===== src/rtl/utf8d_pkg.sv =====
`default_nettype none

package utf8d_pkg;

  // Input request: one stream byte or an end-of-stream flush
  typedef struct packed {
    logic [7:0] in_byte;
    logic       flush;
  } in_req_t;

  // One decoded result
  typedef struct packed {
    logic [21:0] code_point;
    logic        incomplete;
    logic        last_of_run;
  } out_res_t;

  // Results produced by one request (zero, one or two)
  typedef struct packed {
    logic [1:0] count;
    out_res_t   res0;
    out_res_t   res1;
  } dec_push_t;

  localparam int unsigned QDEPTH = 4;
  localparam int unsigned QPTR_W = $clog2(QDEPTH);
  localparam int unsigned QCNT_W = $clog2(QDEPTH + 1);

  localparam logic [1:0] CONT_TAG = 2'b10;

endpackage

`default_nettype wire


===== src/rtl/utf8d_core.sv =====
`default_nettype none

module utf8d_core (
  input  wire                  clk,
  input  wire                  rst_n,
  input  wire                  fire,
  input  utf8d_pkg::in_req_t   req,
  output utf8d_pkg::dec_push_t push
);

  logic [21:0] acc_r, acc_nxt;
  logic [1:0]  rem_r, rem_nxt;

  logic [7:0]  b;
  logic        is_cont;
  logic [1:0]  extra;
  logic [6:0]  lead_mask;
  logic [21:0] lead_val;
  logic [21:0] acc_shift;

  assign b       = req.in_byte;
  assign is_cont = (b[7:6] == utf8d_pkg::CONT_TAG);

  // Count leading ones below the top bit, capped at three
  always_comb begin
    priority if (!b[6]) begin
      extra = 2'd0;
    end else if (!b[5]) begin
      extra = 2'd1;
    end else if (!b[4]) begin
      extra = 2'd2;
    end else begin
      extra = 2'd3;
    end
  end

  assign lead_mask = 7'h7f >> extra;
  assign lead_val  = {15'd0, b[6:0] & lead_mask};
  assign acc_shift = {acc_r[15:0], b[5:0]};

  // Decode one request into results and the next state
  always_comb begin
    acc_nxt = acc_r;
    rem_nxt = rem_r;
    push    = '0;
    if (req.flush) begin
      // Drain a pending partial value
      if (rem_r != 2'd0) begin
        push.count           = 2'd1;
        push.res0.code_point = acc_r;
        push.res0.incomplete = 1'b1;
        acc_nxt              = '0;
        rem_nxt              = 2'd0;
      end
    end else if ((rem_r != 2'd0) && is_cont) begin
      // Shift in a continuation byte
      acc_nxt = acc_shift;
      rem_nxt = rem_r - 2'd1;
      if (rem_r == 2'd1) begin
        push.count           = 2'd1;
        push.res0.code_point = acc_shift;
        acc_nxt              = '0;
      end
    end else begin
      // Emit a cut-off sequence first, then take the byte as a lead
      if (rem_r != 2'd0) begin
        push.count           = 2'd1;
        push.res0.code_point = acc_r;
        push.res0.incomplete = 1'b1;
        acc_nxt              = '0;
        rem_nxt              = 2'd0;
      end
      if (!b[7] || (extra == 2'd0)) begin
        if (rem_r != 2'd0) begin
          push.count           = 2'd2;
          push.res1.code_point = b[7] ? lead_val : {14'd0, b};
        end else begin
          push.count           = 2'd1;
          push.res0.code_point = b[7] ? lead_val : {14'd0, b};
        end
      end else begin
        acc_nxt = lead_val;
        rem_nxt = extra;
      end
    end
    // Mark the final result of this request
    if (push.count == 2'd1) begin
      push.res0.last_of_run = 1'b1;
    end else if (push.count == 2'd2) begin
      push.res1.last_of_run = 1'b1;
    end
  end

  // Advance the decoder state on each consumed request
  always_ff @(posedge clk) begin
    if (!rst_n) begin
      acc_r <= '0;
      rem_r <= 2'd0;
    end else if (fire) begin
      acc_r <= acc_nxt;
      rem_r <= rem_nxt;
    end
  end

endmodule

`default_nettype wire


===== src/rtl/utf8d_res_queue.sv =====
`default_nettype none

module utf8d_res_queue (
  input  wire                  clk,
  input  wire                  rst_n,
  input  wire                  push_en,
  input  utf8d_pkg::dec_push_t push,
  output logic                 room_two,
  output logic                 out_valid,
  input  wire                  out_ready,
  output utf8d_pkg::out_res_t  out_data
);

  utf8d_pkg::out_res_t            slot_r [utf8d_pkg::QDEPTH];
  logic [utf8d_pkg::QPTR_W-1:0]   wr_ptr_r, wr_ptr_nxt;
  logic [utf8d_pkg::QPTR_W-1:0]   rd_ptr_r;
  logic [utf8d_pkg::QCNT_W-1:0]   cnt_r, cnt_nxt;
  logic [1:0]                     n_push;
  logic                           pop;

  assign n_push    = push_en ? push.count : 2'd0;
  assign pop       = out_valid && out_ready;
  assign out_valid = (cnt_r != '0);
  assign out_data  = slot_r[rd_ptr_r];
  assign room_two  = (cnt_r <= utf8d_pkg::QCNT_W'(utf8d_pkg::QDEPTH - 2));

  assign wr_ptr_nxt = wr_ptr_r + utf8d_pkg::QPTR_W'(n_push);
  assign cnt_nxt    = cnt_r + utf8d_pkg::QCNT_W'(n_push) - utf8d_pkg::QCNT_W'(pop);

  // Store up to two results per cycle
  always_ff @(posedge clk) begin
    if (n_push != 2'd0) begin
      slot_r[wr_ptr_r] <= push.res0;
    end
    if (n_push == 2'd2) begin
      slot_r[wr_ptr_r + utf8d_pkg::QPTR_W'(1)] <= push.res1;
    end
  end

  // Advance pointers and occupancy
  always_ff @(posedge clk) begin
    if (!rst_n) begin
      wr_ptr_r <= '0;
      rd_ptr_r <= '0;
      cnt_r    <= '0;
    end else begin
      wr_ptr_r <= wr_ptr_nxt;
      cnt_r    <= cnt_nxt;
      if (pop) begin
        rd_ptr_r <= rd_ptr_r + utf8d_pkg::QPTR_W'(1);
      end
    end
  end

endmodule

`default_nettype wire


===== src/rtl/utf8_stream_decoder_unit.sv =====
`default_nettype none

// UTF-8 stream decoder. Each input request carries one stream byte (or a
// flush) and yields zero, one or two code point results. A request is held
// in an input register, decoded by shallow mask and shift logic against the
// accumulator state, and its results are written into a four-entry result
// queue. One request is accepted per cycle whenever the queue has room for
// two results; the first result passes through the input register and then
// the result queue. A request that cuts off a pending sequence with a byte
// that is no multi-byte lead produces two results, which leave the queue in order.
module utf8_stream_decoder_unit (
  input  wire                 clk,
  input  wire                 rst_n,
  input  wire                 in_valid,
  output logic                in_ready,
  input  utf8d_pkg::in_req_t  in_data,
  output logic                out_valid,
  input  wire                 out_ready,
  output utf8d_pkg::out_res_t out_data
);

  utf8d_pkg::in_req_t   req_r;
  logic                 req_vld_r;
  logic                 room_two;
  logic                 fire;
  utf8d_pkg::dec_push_t push;

  assign fire     = req_vld_r && room_two;
  assign in_ready = !req_vld_r || room_two;

  // Hold the incoming request until the decoder consumes it
  always_ff @(posedge clk) begin
    if (!rst_n) begin
      req_vld_r <= 1'b0;
    end else if (in_ready) begin
      req_vld_r <= in_valid;
    end
  end

  always_ff @(posedge clk) begin
    if (in_ready && in_valid) begin
      req_r <= in_data;
    end
  end

  utf8d_core u_core (
    .clk   (clk),
    .rst_n (rst_n),
    .fire  (fire),
    .req   (req_r),
    .push  (push)
  );

  utf8d_res_queue u_queue (
    .clk       (clk),
    .rst_n     (rst_n),
    .push_en   (fire),
    .push      (push),
    .room_two  (room_two),
    .out_valid (out_valid),
    .out_ready (out_ready),
    .out_data  (out_data)
  );

endmodule

`default_nettype wire


===== config.mk =====
export PLATFORM = sky130hd
export DESIGN_NAME = utf8_stream_decoder_unit
export DESIGN_NICKNAME = d
export VERILOG_FILES = /design/src/rtl/utf8d_pkg.sv /design/src/rtl/utf8d_core.sv /design/src/rtl/utf8d_res_queue.sv /design/src/rtl/utf8_stream_decoder_unit.sv
export SDC_FILE = /design/constraint.sdc
export NUM_CORES = 1
export LEC_CHECK = 0
export BUFFER_PORTS_ARGS = -buffer_cell sky130_fd_sc_hd__buf_2
export CAP_MARGIN = 20
export CORE_UTILIZATION = 55
export DETAILED_ROUTE_END_ITERATION = 7
export GPL_TIMING_DRIVEN = 0
export PLACE_DENSITY_LB_ADDON = 0.12
export SLEW_MARGIN = 20
export SYNTH_ARGS = -nofsm -noshare
export SYNTH_HDL_FRONTEND = slang
export SYNTH_SLANG_ARGS = --single-unit
export TNS_END_PERCENT = 20

===== constraint.sdc =====
create_clock -name clk -period 3.63 [get_ports clk]
set_clock_uncertainty 0.15 [all_clocks]
set_input_delay 0.5445 -clock clk [delete_from_list [all_inputs] [get_ports clk]]
set_output_delay 0.5445 -clock clk [all_outputs]
set_load 0.05 [all_outputs]

After elaboration in Yosys (flattened, before gate mapping)
Memories as Yosys holds them, arrays and structs flattened. A register that Yosys moved wholly into a read port is not among the register bits.
Cells that the tools add are included.
Widths: inputs -> output; s select.
Word-level totals
  flip-flop bits (word level): 41
  memory bits (writable): 96
  input port bits: 13
  output and inout port bits: 26
  logic and storage cells: 70
  memories: 1
Cells by class
  add/sub/neg operators: 6
  $lt $le $gt $ge: 1
  eq/ne operators: 5
  shift-type cells: 1
  multiplexer cells: 35
  bitwise logic cells: 1
  reductions and logical operators: 12
Memories
  u_queue.slot_r: words 4, bits a word 24, rd ports 1, clocked after Yosys merged registers in 1, write ports 2, line utf8d_res_queue.sv:14  | utf8d_pkg::out_res_t slot_r [utf8d_pkg::QDEPTH];
Operators by type and width (number)
  $mux 22: 10
  $mux 24: 3
  $mux 25: 1
  $mux 23: 1
  $mux 2: 10
  $mux 1: 9
  $and 7x7->7: 1
  $mux 7: 1
  $shr 7x2->7 const A: 1
  $eq 2x2->1 const B: 3
  $add 2x1->2 const B: 2
  $eq 2x1->1 const B: 2
  $logic_and 1x1->1: 4
  $reduce_bool 2->1: 2
  $add 3x2->3: 1
  $le 3x2->1 const B: 1
  $reduce_bool 3->1: 1
  $sub 3x1->3: 1
  $add 2x2->2: 1
  $logic_not 1->1: 2
  $logic_not 2->1: 1
  $logic_or 1x1->1: 2
  $sub 2x1->2 const B: 1

Longest topological paths before layout
Gate-level depths: netlist of the first run.
  depth after elaboration: 14
  mapped depth: 15
  gate-level depth less buffers: 13

By module
A second synthesis of the first run with hierarchy kept.
Second synthesis, totals
  cells, all modules: 452
  area total of the unflattened synthesis: 7044.3 um^2
By module, submodules not included
  utf8d_res_queue: times used 1, cells an instance 290, area an instance 5248.8 um^2, seq. area each 3062.9 um^2
  utf8d_core: times used 1, cells an instance 147, area an instance 1460.2 um^2, seq. area each 480.5 um^2
  utf8_stream_decoder_unit: times used 1, cells an instance 15, area an instance 335.3 um^2, seq. area each 290.3 um^2

Worst setup path before layout of the first run
Ideal clock, no wire load.
  path kind: register to register
  start: register u_core.rem_r[0]
  end: register u_queue.cnt_r[2] in the netlist's numbering
  data arrival time: 2.697 ns
  data required time: 3.365 ns
  setup slack: 0.668 ns
  stages on the path, launching flop included: 16
  period minus slack after synthesis: 2.962 ns
  cells stage by stage: dfxtp_1 -> inv_1 -> ha_1 -> buf_2 -> clkbuf_1 -> inv_1 -> ha_1 -> nor2b_1 -> and2_1 -> nand2_1 -> ha_1 -> inv_1 -> fa_1 -> xnor2_1 -> xnor2_1 -> and2_1
Between the ends
  longest elaborated chain between the ends: 8
  elaborated cells on any way between the ends: 12
Ends and longest elaborated chain
  start: declaration: line utf8d_core.sv:12  | logic [1:0] rem_r, rem_nxt;
  start signal: assignment: line utf8d_core.sv:101  | rem_r <= rem_nxt;
  $reduce_bool 2->1
  $mux 24 / $mux 2 (equally long branches): line utf8d_core.sv:48, utf8d_core.sv:66, utf8d_core.sv:74
  $mux 24: line utf8d_core.sv:73  | if (!b[7] || (extra == 2'd0)) begin
  $mux 24: line utf8d_core.sv:55  | end else if ((rem_r != 2'd0) && is_cont) begin
  $mux 25 *: line utf8d_core.sv:46  | if (req.flush) begin
  $mux 2 *: line utf8d_res_queue.sv:21  | assign n_push = push_en ? push.count : 2'd0;
  $add 3x2->3 *: line utf8d_res_queue.sv:28  | assign cnt_nxt = cnt_r + utf8d_pkg::QCNT_W'(n_push) - utf8d_pkg::QCNT_W'(pop);
  $sub 3x1->3 *: line utf8d_res_queue.sv:28
  end signal: assignment: line utf8d_res_queue.sv:48  | cnt_r <= cnt_nxt;
  end: declaration: line utf8d_res_queue.sv:17  | logic [utf8d_pkg::QCNT_W-1:0] cnt_r, cnt_nxt;
Every way passes the cells marked *; elsewhere a longest branch is shown, timed or not.
A chain may end at the register's enable or synchronous reset.

==> key figures, run 1 <==
Setup path
  • CP endpoint kind: primary output
  • Worst EP arrival: 2.69 ns
  • CP Cell Sequence: clkbuf_1, buf_2, buf_2, mux4_2, buf_2
  • Cell mode on critical path: buf_2
  • Crit-path slowest cell: buf_2
  • FF-to-FF End: u_queue.cnt_r[2]
  • Worst r2r src: u_core.rem_r[0]
  • Startpoint Class: flop
  • CP max FO: 10
  • Slowest stage delay, CP: 0.44 ns
  • Length in cells of the worst reg-to-reg path: 14
  • WS Path Type: flop to primary output
  • CP required: 2.94 ns
  • FF-to-FF setup slack: 0.27 ns

STA
  • RSZ-0062 raised after global routing: no
  • Final Hold Fails: 0
  • Final Cycle Share: 0.9320
  • Worst Slack Setup Final: 0.2468 ns
  • Sum Neg Setup Slack: 0 ns
  • Setup Viol. Count Final: 0
  • Hold slack: 0.1490 ns
  • Tmin final: 3.383 ns
  • Max-slew violation count: 0
  • Slew HR: 0.4903
  • Worst Tran Pin Value: 0.7645 ns
  • Fmax: 295.6 MHz

Yosys
  • Post-synth net total: 582
  • Synth area leader: dfxtp_1
  • Number of synthesis warnings: 0
  • Main synth FF type: dfxtp_1
  • Ys async rst share: 0
  • Seq/Total Area, Yosys: 0.5099
  • Synthesized cell area: 6262 um^2
  • Post-Syn Instances: 562
  • Share of the synthesized area in the top cell type: 0.3133
  • Post-synth cell types: 51
  • Register bit count reported by yosys: 139
  • EDFF count, synth: 41
  • Largest cells by area after synthesis: dfxtp_1, edfxtp_1, mux4_2
  • Mapped Avg Cell Area: 11.14 um^2

Drt
  • 1st-iter DRT viols: 435
  • Drt first pass iters: 5
  • Routed len/inst: 20.54 um
  • Via density: 6.304
  • Final wirelength: 15840 um
  • Antenna Nets Post-Route: 0
  • DRC: 0
  • Via count: 4860

Pwr
  • Leak pwr: 2.437 nW
  • Final Power: 5.840 mW
  • Peak supply drop: 0.6304 mV
  • Pwr Density: 809.5 nW/um^2

Outcome
  • Status: finished, final reports clean

Global route
  • Grt ovf: 0
  • Initial antenna violation count: 0
  • Number of global-route vias before repair: 4765
  • First-pass GRT wire length: 25030 um
  • Total track usage: 0.2900
  • Largest net degree at the start of global routing: 17

Worst hold path
  • Worst hold path endpoint: req_r[0]
  • Critical hold path startpoint: in_data[0]
  • Hold Path Class: input pin to flop
  • Worst hold path depth: 1

Die
  • Row Count: 38
  • Die Span Y: 108.7 um
  • Total I/O pin count: 39
  • Initial Utilization: 0.5702
  • Core area: 10980 um^2
  • Die width: 108.7 um
  • Die area: 11820 um^2

Clock network
  • CTS tree: built
  • TritonCTS Buffers: 17
  • Clock Latency Late Sink: 0.42 ns
  • Post-CTS setup buffers: 0
  • Clk pin slew, worst setup/hold paths: 0.06 ns
  • Bufs on Longest Clock Path: 2
  • H-tree levels: 4
  • Root Driver: clkbuf_16
  • Clk sink count: 139

Place
  • Gp weighted congestion: 0.9073
  • HPWL Detailed: 10940 um
  • Cell area after placement: 6628 um^2
  • IO buf count: 38
  • Dpl cells: 740
  • Place WS: 0.2086 ns

Cells and area
  • Nets: 639
  • Most common cell after layout, fill and taps aside: dfxtp_1
  • Synth-to-Final Area Change: 15.20%
  • N_diodes: 0
  • Post-route insts no fill: 771
  • Post-layout util: 0.6569
  • Area of all placed cells without fillers: 7214 um^2
  • Most frequent cells in the layout: dfxtp_1, nor2_1, buf_2, a211oi_1, a22oi_1
  • Layout cell share with drive strength beyond 1: 0.2298

Flow run
  • Max-Cap Viols: 0
==> cell usage after synthesis (all sizes together) (2+ instances only) <==
master and count:
a211oi 63, a21boi 2, a21oi 4, a22oi 44
and2 11, and3 2, buf 22, clkbuf 16
dfxtp 98, edfxtp 41, ha 6, inv 10
mux2i 6, mux4 24, nand2 30, nand2b 7
nand3 6, nand3b 2, nand4 2, nor2 76
nor2b 28, nor3 5, o21ai 7, o22ai 28
o31ai 3, or3 3, xnor2 4
==> where the power goes <==
group	total (mW)	internal [mW]	switching [mW]
logic	2.00	0.747	1.25
registers	2.17	1.97	0.201
clock network	1.67	1.05	0.628
total	5.84	3.76	2.08
==> final cells by class <==
type                    instances  area, um^2
flip-flops and latches        139        3193
clock inverters                 7       63.81
inverters                      10       37.54
multi-input cells             375        2861
fillers                       850        3769
clock buffers                  24       513.0
plain buffers                  38       180.2
well taps                     140       175.2
repair buffers                 38       190.2
==> flip-flops by register name (all words and copies together), names as in the netlist, named ones only <==
register,cells
u_queue.slot_r,96
u_core.acc_r,22
req_r,9
u_queue.cnt_r,3
u_core.rem_r,2
u_queue.rd_ptr_r,2
u_queue.wr_ptr_r,2
req_vld_r,1
==> metal layers <==
metal  share of wire  vias to the layer above  track usage
met5               0                        -            0
met4           0.022                        0       0.1197
li1                -                     2240            -
met3           0.077                       28      0.08129
met2            0.47                      215       0.4448
met1            0.43                     2377       0.3864
==> repair_timing <==
| item | CTS | global route |
|---|---|---|
| hold buffers | 0 | 0 |
| resized for setup | 0 | 4 |
| endpoints found under the setup margin | 0 | 32 |
==> critical path: cells and delay by family, from the launching register on <==
family	cells	cell delay [ns]
muxes	1	0.39
DFF	1	0.38
buffers and inverters	4	1.48
==> worst max-delay path by stage <==
| stage | startpoint | end | slack (ns) | cells after the start |
|---|---|---|---|---|
| final | flop | out_data[11] | 0.25 | 5 |
| after global placement | u_core.rem_r[0] | u_queue.slot_r[3][2] | 0.28 | 10 |
| after detailed placement | u_core.rem_r[0] | u_queue.slot_r[1][7] | 0.21 | 10 |
| after floorplan | u_core.rem_r[0] | u_queue.cnt_r[2] | 0.67 | 15 |
| after global routing | u_core.rem_r[0] | u_queue.cnt_r[2] | 0.001 | 14 |
| after CTS | u_core.rem_r[0] | u_queue.slot_r[1][8] | 0.19 | 10 |
==> logic make-up after synthesis <==
kind of cell | after synthesis | share of synthesized area
AND/OR/NAND/NOR | 176 | 0.1395
XOR/XNOR | 5 | 0.006993
multiplexers | 30 | 0.09590
AO/OA/AOI/OAI | 157 | 0.1978
buffers and inverters | 48 | 0.03477
flip-flops | 139 | 0.5099
adder cells (fa/ha/maj) | 7 | 0.01518
Power figures use the tool's default switching activity.
==> run 2: changes to the inputs <==
==> constraint.sdc (replaced) <==
create_clock -name clk -period 3.9 [get_ports clk]
set_clock_uncertainty 0.15 [all_clocks]
set_input_delay 0.585 -clock clk [delete_from_list [all_inputs] [get_ports clk]]
set_output_delay 0.585 -clock clk [all_outputs]
set_load 0.05 [all_outputs]
==> run 2 against run 1 <==
- combinational power decreased by 7%
- sequential share of layout area increased by 0.061 points
- sequential power decreased by 7%
- clock power decreased by 7%
- power decreased by 7.0%
- cell count unchanged
- largest cell class unchanged
- register-to-register slack improved by 0.16 ns
- critical path depth increased by 5
- worst hold slack improved by 0.043 ns
- flip-flop and latch count unchanged
- first-iteration DRC count decreased by 2.5%
- routed wire length decreased by 0.33%
==> key figures, run 2 (synthesis gave the netlist of run 1 again) <==
Die
  • Die width: 108.7 um
  • Total I/O pin count: 39
  • Row Count: 38
  • Initial Utilization: 0.5702
  • Die Span Y: 108.7 um
  • Core area: 10980 um^2
  • Die area: 11820 um^2

Flow run
  • Max-Cap Viols: 0

STA
  • Slew HR: 0.4941
  • Max-slew violation count: 0
  • Worst Slack Setup Final: 0.4261 ns
  • Worst Tran Pin Value: 0.7589 ns
  • Hold slack: 0.1918 ns
  • Sum Neg Setup Slack: 0 ns
  • Setup Viol. Count Final: 0
  • Fmax: 287.9 MHz
  • RSZ-0062 raised after global routing: no
  • Final Hold Fails: 0
  • Tmin final: 3.474 ns
  • Final Cycle Share: 0.8907

Cells and area
  • Post-route insts no fill: 771
  • Synth-to-Final Area Change: 15.04%
  • Most frequent cells in the layout: dfxtp_1, nor2_1, buf_2, a211oi_1, a22oi_1
  • Most common cell after layout, fill and taps aside: dfxtp_1
  • Layout cell share with drive strength beyond 1: 0.2235
  • Top flop regs: u_queue.slot_r (96), u_core.acc_r (22), req_r (9)
  • Max reg flops: 96
  • Area of all placed cells without fillers: 7204 um^2
  • Nets: 639
  • Largest Register: u_queue.slot_r
  • N_diodes: 0

Drt
  • Via count: 4858
  • 1st-iter DRT viols: 424
  • Routed len/inst: 20.47 um
  • Via density: 6.301
  • DRC: 0
  • Antenna Nets Post-Route: 0
  • Drt first pass iters: 5
  • Final wirelength: 15790 um

Setup path
  • CP delay by family, top: buffers and inverters
  • CP endpoint kind: flop
  • WS Path Type: flop to flop
  • CP max FO: 10
  • CP required: 3.82 ns
  • Slowest stage delay, CP: 0.44 ns
  • Startpoint Class: flop
  • Crit-path slowest cell: ha_1
  • Worst EP arrival: 3.40 ns
  • CP Cell Sequence: inv_1, ha_1, buf_2, clkbuf_1, inv_1, ha_1, o211ai_2, a21oi_1, nand2_1, nand2_1
  • CP bufs+invs: 4

Place
  • HPWL Detailed: 10940 um
  • Dpl cells: 740
  • Place WS: 0.4786 ns
  • Gp weighted congestion: 0.9073
  • Cell area after placement: 6628 um^2
  • IO buf count: 38

Global route
  • Total track usage: 0.2900
  • Largest net degree at the start of global routing: 17
  • Initial antenna violation count: 0
  • Grt ovf: 0
  • Number of global-route vias before repair: 4765
  • First-pass GRT wire length: 25030 um

Pwr
  • Leak pwr: 2.439 nW
  • Pwr Density: 753.6 nW/um^2
  • Peak supply drop: 0.5879 mV

Clock network
  • TritonCTS Buffers: 17
  • PostCTS Resize Cnt: 0
  • H-tree levels: 4
  • Post-CTS setup buffers: 0
  • CTS tree: built
  • Bufs on Longest Clock Path: 2
  • Post-CTS Hold Fix Bufs: 0
  • Clock Latency Late Sink: 0.42 ns
  • Root Driver: clkbuf_16
  • Clk pin slew, worst setup/hold paths: 0.05 ns
  • Clk sink count: 139

Outcome
  • Status: finished, final reports clean

Worst hold path
  • Hold Path Class: input pin to flop
## run 2: final timing paths
kind | startpoint | endpoint | slack (ns) | cells after the start
setup / recovery | u_core.rem_r[0] | u_queue.slot_r[0][8] | 0.43 | 10
hold reg to reg | u_queue.slot_r[1][23] | u_queue.slot_r[1][23] | 0.35 | 2
setup reg to reg | u_core.rem_r[0] | u_queue.slot_r[0][8] | 0.43 | 10
hold / removal | in_data[0] | req_r[0] | 0.19 | 1
## run 2: through the flow
stage	power, mW	utilization
6_report	5.429	0.6560
5_1_grt	5.667	0.6560
4_1_cts	5.439	0.6560
3_5_place_dp	3.888	0.6034
3_3_place_gp	3.825	0.6034
2_1_floorplan	3.516	-
## run 2: cell type report
cell class,instances,area (um^2)
Buffer,38,180.2
Clock buffer,24,513.0
Clock inverter,7,63.81
Fill cell,853,3779
Inverter,10,37.54
Multi-Input combinational cell,375,2851
Sequential cell,139,3193
Tap cell,140,175.2
Timing Repair Buffer,38,190.2
## run 2: power breakdown
group          internal [mW]  leakage, nW  total, mW  switching (mW)
Combinational          0.694        0.975       1.86            1.16
Sequential              1.83         1.17       2.02           0.188
Clock                  0.974        0.291       1.55           0.579
Total                   3.50         2.44       5.43            1.93
## run 2: layer usage
metal / up-vias / GRT usage / share of wire
li1: 2243 / - / -
met1: 2381 / 0.3864 / 0.43
met2: 206 / 0.4448 / 0.47
met3: 28 / 0.08129 / 0.077
met4: 0 / 0.1197 / 0.021
met5: - / 0 / 0
==> run 3: changes to the inputs <==
--- a/config.mk
+++ b/config.mk
@@ -11,8 +11,8 @@
 export DETAILED_ROUTE_END_ITERATION = 7
 export GPL_TIMING_DRIVEN = 0
 export PLACE_DENSITY_LB_ADDON = 0.12
+export SETUP_SLACK_MARGIN = 0.5
 export SLEW_MARGIN = 20
 export SYNTH_ARGS = -nofsm -noshare
 export SYNTH_HDL_FRONTEND = slang
 export SYNTH_SLANG_ARGS = --single-unit
-export TNS_END_PERCENT = 20
==> run 3 against run 2 <==
- routed wire length down 0.15%
- critical path depth up 5
- sequential power about the same
- flip-flop and latch count unchanged
- global-route usage about the same
- via count down 0.19%
- cell count unchanged
- sequential share of layout area down 0.15 points
- critical path type unchanged
- critical endpoint is now u_queue.cnt_r[2]
==> key figures, run 3 (synthesis gave the netlist of run 1 again) <==
STA
  • Worst Tran Pin Value: 0.7109 ns
  • Slew HR: 0.5221
  • Max-slew violation count: 0
  • Tmin final: 3.228 ns
  • Final Cycle Share: 0.8277
  • RSZ-0062 raised after global routing: yes
  • Setup Viol. Count Final: 0
  • Sum Neg Setup Slack: 0 ns
  • Final Hold Fails: 0
  • Fmax: 309.8 MHz
  • Worst Slack Setup Final: 0.6719 ns

Clock network
  • CTS tree: built
  • Bufs on Longest Clock Path: 2
  • PostCTS Resize Cnt: 5
  • Clk sink count: 139
  • Clock Latency Late Sink: 0.42 ns
  • Root Driver: clkbuf_16
  • Clk pin slew, worst setup/hold paths: 0.05 ns
  • Post-CTS setup buffers: 0
  • TritonCTS Buffers: 17
  • Post-CTS Hold Fix Bufs: 0
  • H-tree levels: 4

Setup path
  • Crit-path slowest cell: fa_1
  • Worst r2r src: u_core.rem_r[0]
  • Startpoint Class: flop
  • FF-to-FF setup slack: 0.67 ns
  • Length in cells of the worst reg-to-reg path: 15
  • CP max FO: 10
  • Slowest stage delay, CP: 0.46 ns
  • Worst EP arrival: 3.39 ns
  • CP Cell Sequence: inv_1, ha_1, buf_2, buf_2, inv_1, ha_1, nor2b_1, and2_4, nand2_1, ha_1, inv_1, fa_1, xnor2_2, xnor2_1, and2_1
  • WS Path Type: flop to flop
  • CP required: 4.06 ns
  • FF-to-FF End: u_queue.cnt_r[2]
  • CP endpoint kind: flop

Flow run
  • Max-Cap Viols: 0

Drt
  • Routed len/inst: 20.44 um
  • Drt first pass iters: 5
  • Antenna Nets Post-Route: 0
  • Via density: 6.289
  • DRC: 0
  • 1st-iter DRT viols: 451
  • Via count: 4849
  • Final wirelength: 15760 um

Cells and area
  • Layout cell share with drive strength beyond 1: 0.2377
  • Top flop regs: u_queue.slot_r (96), u_core.acc_r (22), req_r (9)
  • Most frequent cells in the layout: dfxtp_1, nor2_1, buf_2, a211oi_1, a22oi_1
  • Nets: 639
  • Max reg flops: 96
  • Largest Register: u_queue.slot_r
  • N_diodes: 0
  • Synth-to-Final Area Change: 15.42%
  • Most common cell after layout, fill and taps aside: dfxtp_1

Worst hold path
  • Hold Path Class: input pin to flop
  • Worst hold path endpoint: req_r[0]
  • Critical hold path startpoint: in_data[0]
  • Worst hold path depth: 1

Global route
  • Initial antenna violation count: 0
  • Total track usage: 0.2902
  • Grt ovf: 0
  • First-pass GRT wire length: 25050 um
  • Largest net degree at the start of global routing: 17
  • Number of global-route vias before repair: 4755

Place
  • HPWL Detailed: 10940 um
  • IO buf count: 38
  • Place WS: 0.4786 ns
  • Gp weighted congestion: 0.9073

Die
  • Die Span Y: 108.7 um
  • Die area: 11820 um^2
  • Row Count: 38
  • Initial Utilization: 0.5702
  • Core area: 10980 um^2
  • Die width: 108.7 um
  • Total I/O pin count: 39

Pwr
  • Pwr Density: 753.1 nW/um^2
  • Leak pwr: 2.452 nW
  • Peak supply drop: 0.5875 mV

Outcome
  • Status: finished, final reports clean
## run 3: per-stage QoR
stage / hold slack (ns) / instances / total power, mW / util / area [um^2]
final: 0.1935 / 771 / 5.443 / 0.6581 / 7228
after global routing: 0.1812 / 771 / 5.685 / 0.6581 / 7228
after CTS: 0.1766 / 771 / 5.441 / 0.6570 / 7216
after detailed placement: 0.3321 / 740 / 3.888 / 0.6034 / 6628
after global placement: 0.3245 / 740 / 3.825 / 0.6034 / 6628
after floorplan: 0.3046 / 562 / 3.516 / - / 6262
## run 3: area by class of cell
type,instances,area (um^2)
fillers,848,3755
flip-flops and latches,139,3193
multi-input cells,375,2872
clock buffers,24,513.0
repair buffers,38,190.2
plain buffers,38,183.9
well taps,140,175.2
clock inverters,7,63.81
inverters,10,37.54
## run 3: report_power, final
group / internal [mW] / switching (mW) / leakage [nW] / total, mW
clock network: 0.974 / 0.574 / 0.291 / 1.55
registers: 1.83 / 0.186 / 1.17 / 2.02
logic: 0.708 / 1.17 / 0.988 / 1.88
total: 3.51 / 1.93 / 2.45 / 5.44
## run 3: routing by layer
metal	global-route usage	vias up	routed length (um)
met5	0	-	0
met4	0.1197	0	299
met3	0.07950	22	1182
met2	0.4435	207	7409
met1	0.3891	2376	6869
li1	-	2244	-
## run 3: worst max-delay path, delay by kind of cell, from the launching register on
kind / cells / cell delay [ns]
XOR/XNOR: 2 / 0.29
adder cells (fa/ha/maj): 4 / 1.16
buffers and inverters: 5 / 0.59
flip-flops: 1 / 0.37
AND/OR/NAND/NOR: 4 / 0.59
## run 3: worst max-delay path by stage
stage	depth (start not counted)	start	slack (ns)	end
after floorplan	15	u_core.rem_r[0]	0.94	u_queue.cnt_r[2]
after global placement	10	u_core.rem_r[0]	0.55	u_queue.slot_r[3][2]
after detailed placement	10	u_core.rem_r[0]	0.48	u_queue.slot_r[1][7]
after CTS	5	flop	0.55	out_data[8]
after global routing	15	u_core.rem_r[0]	0.50	u_queue.cnt_r[2]
final	15	u_core.rem_r[0]	0.67	u_queue.cnt_r[2]
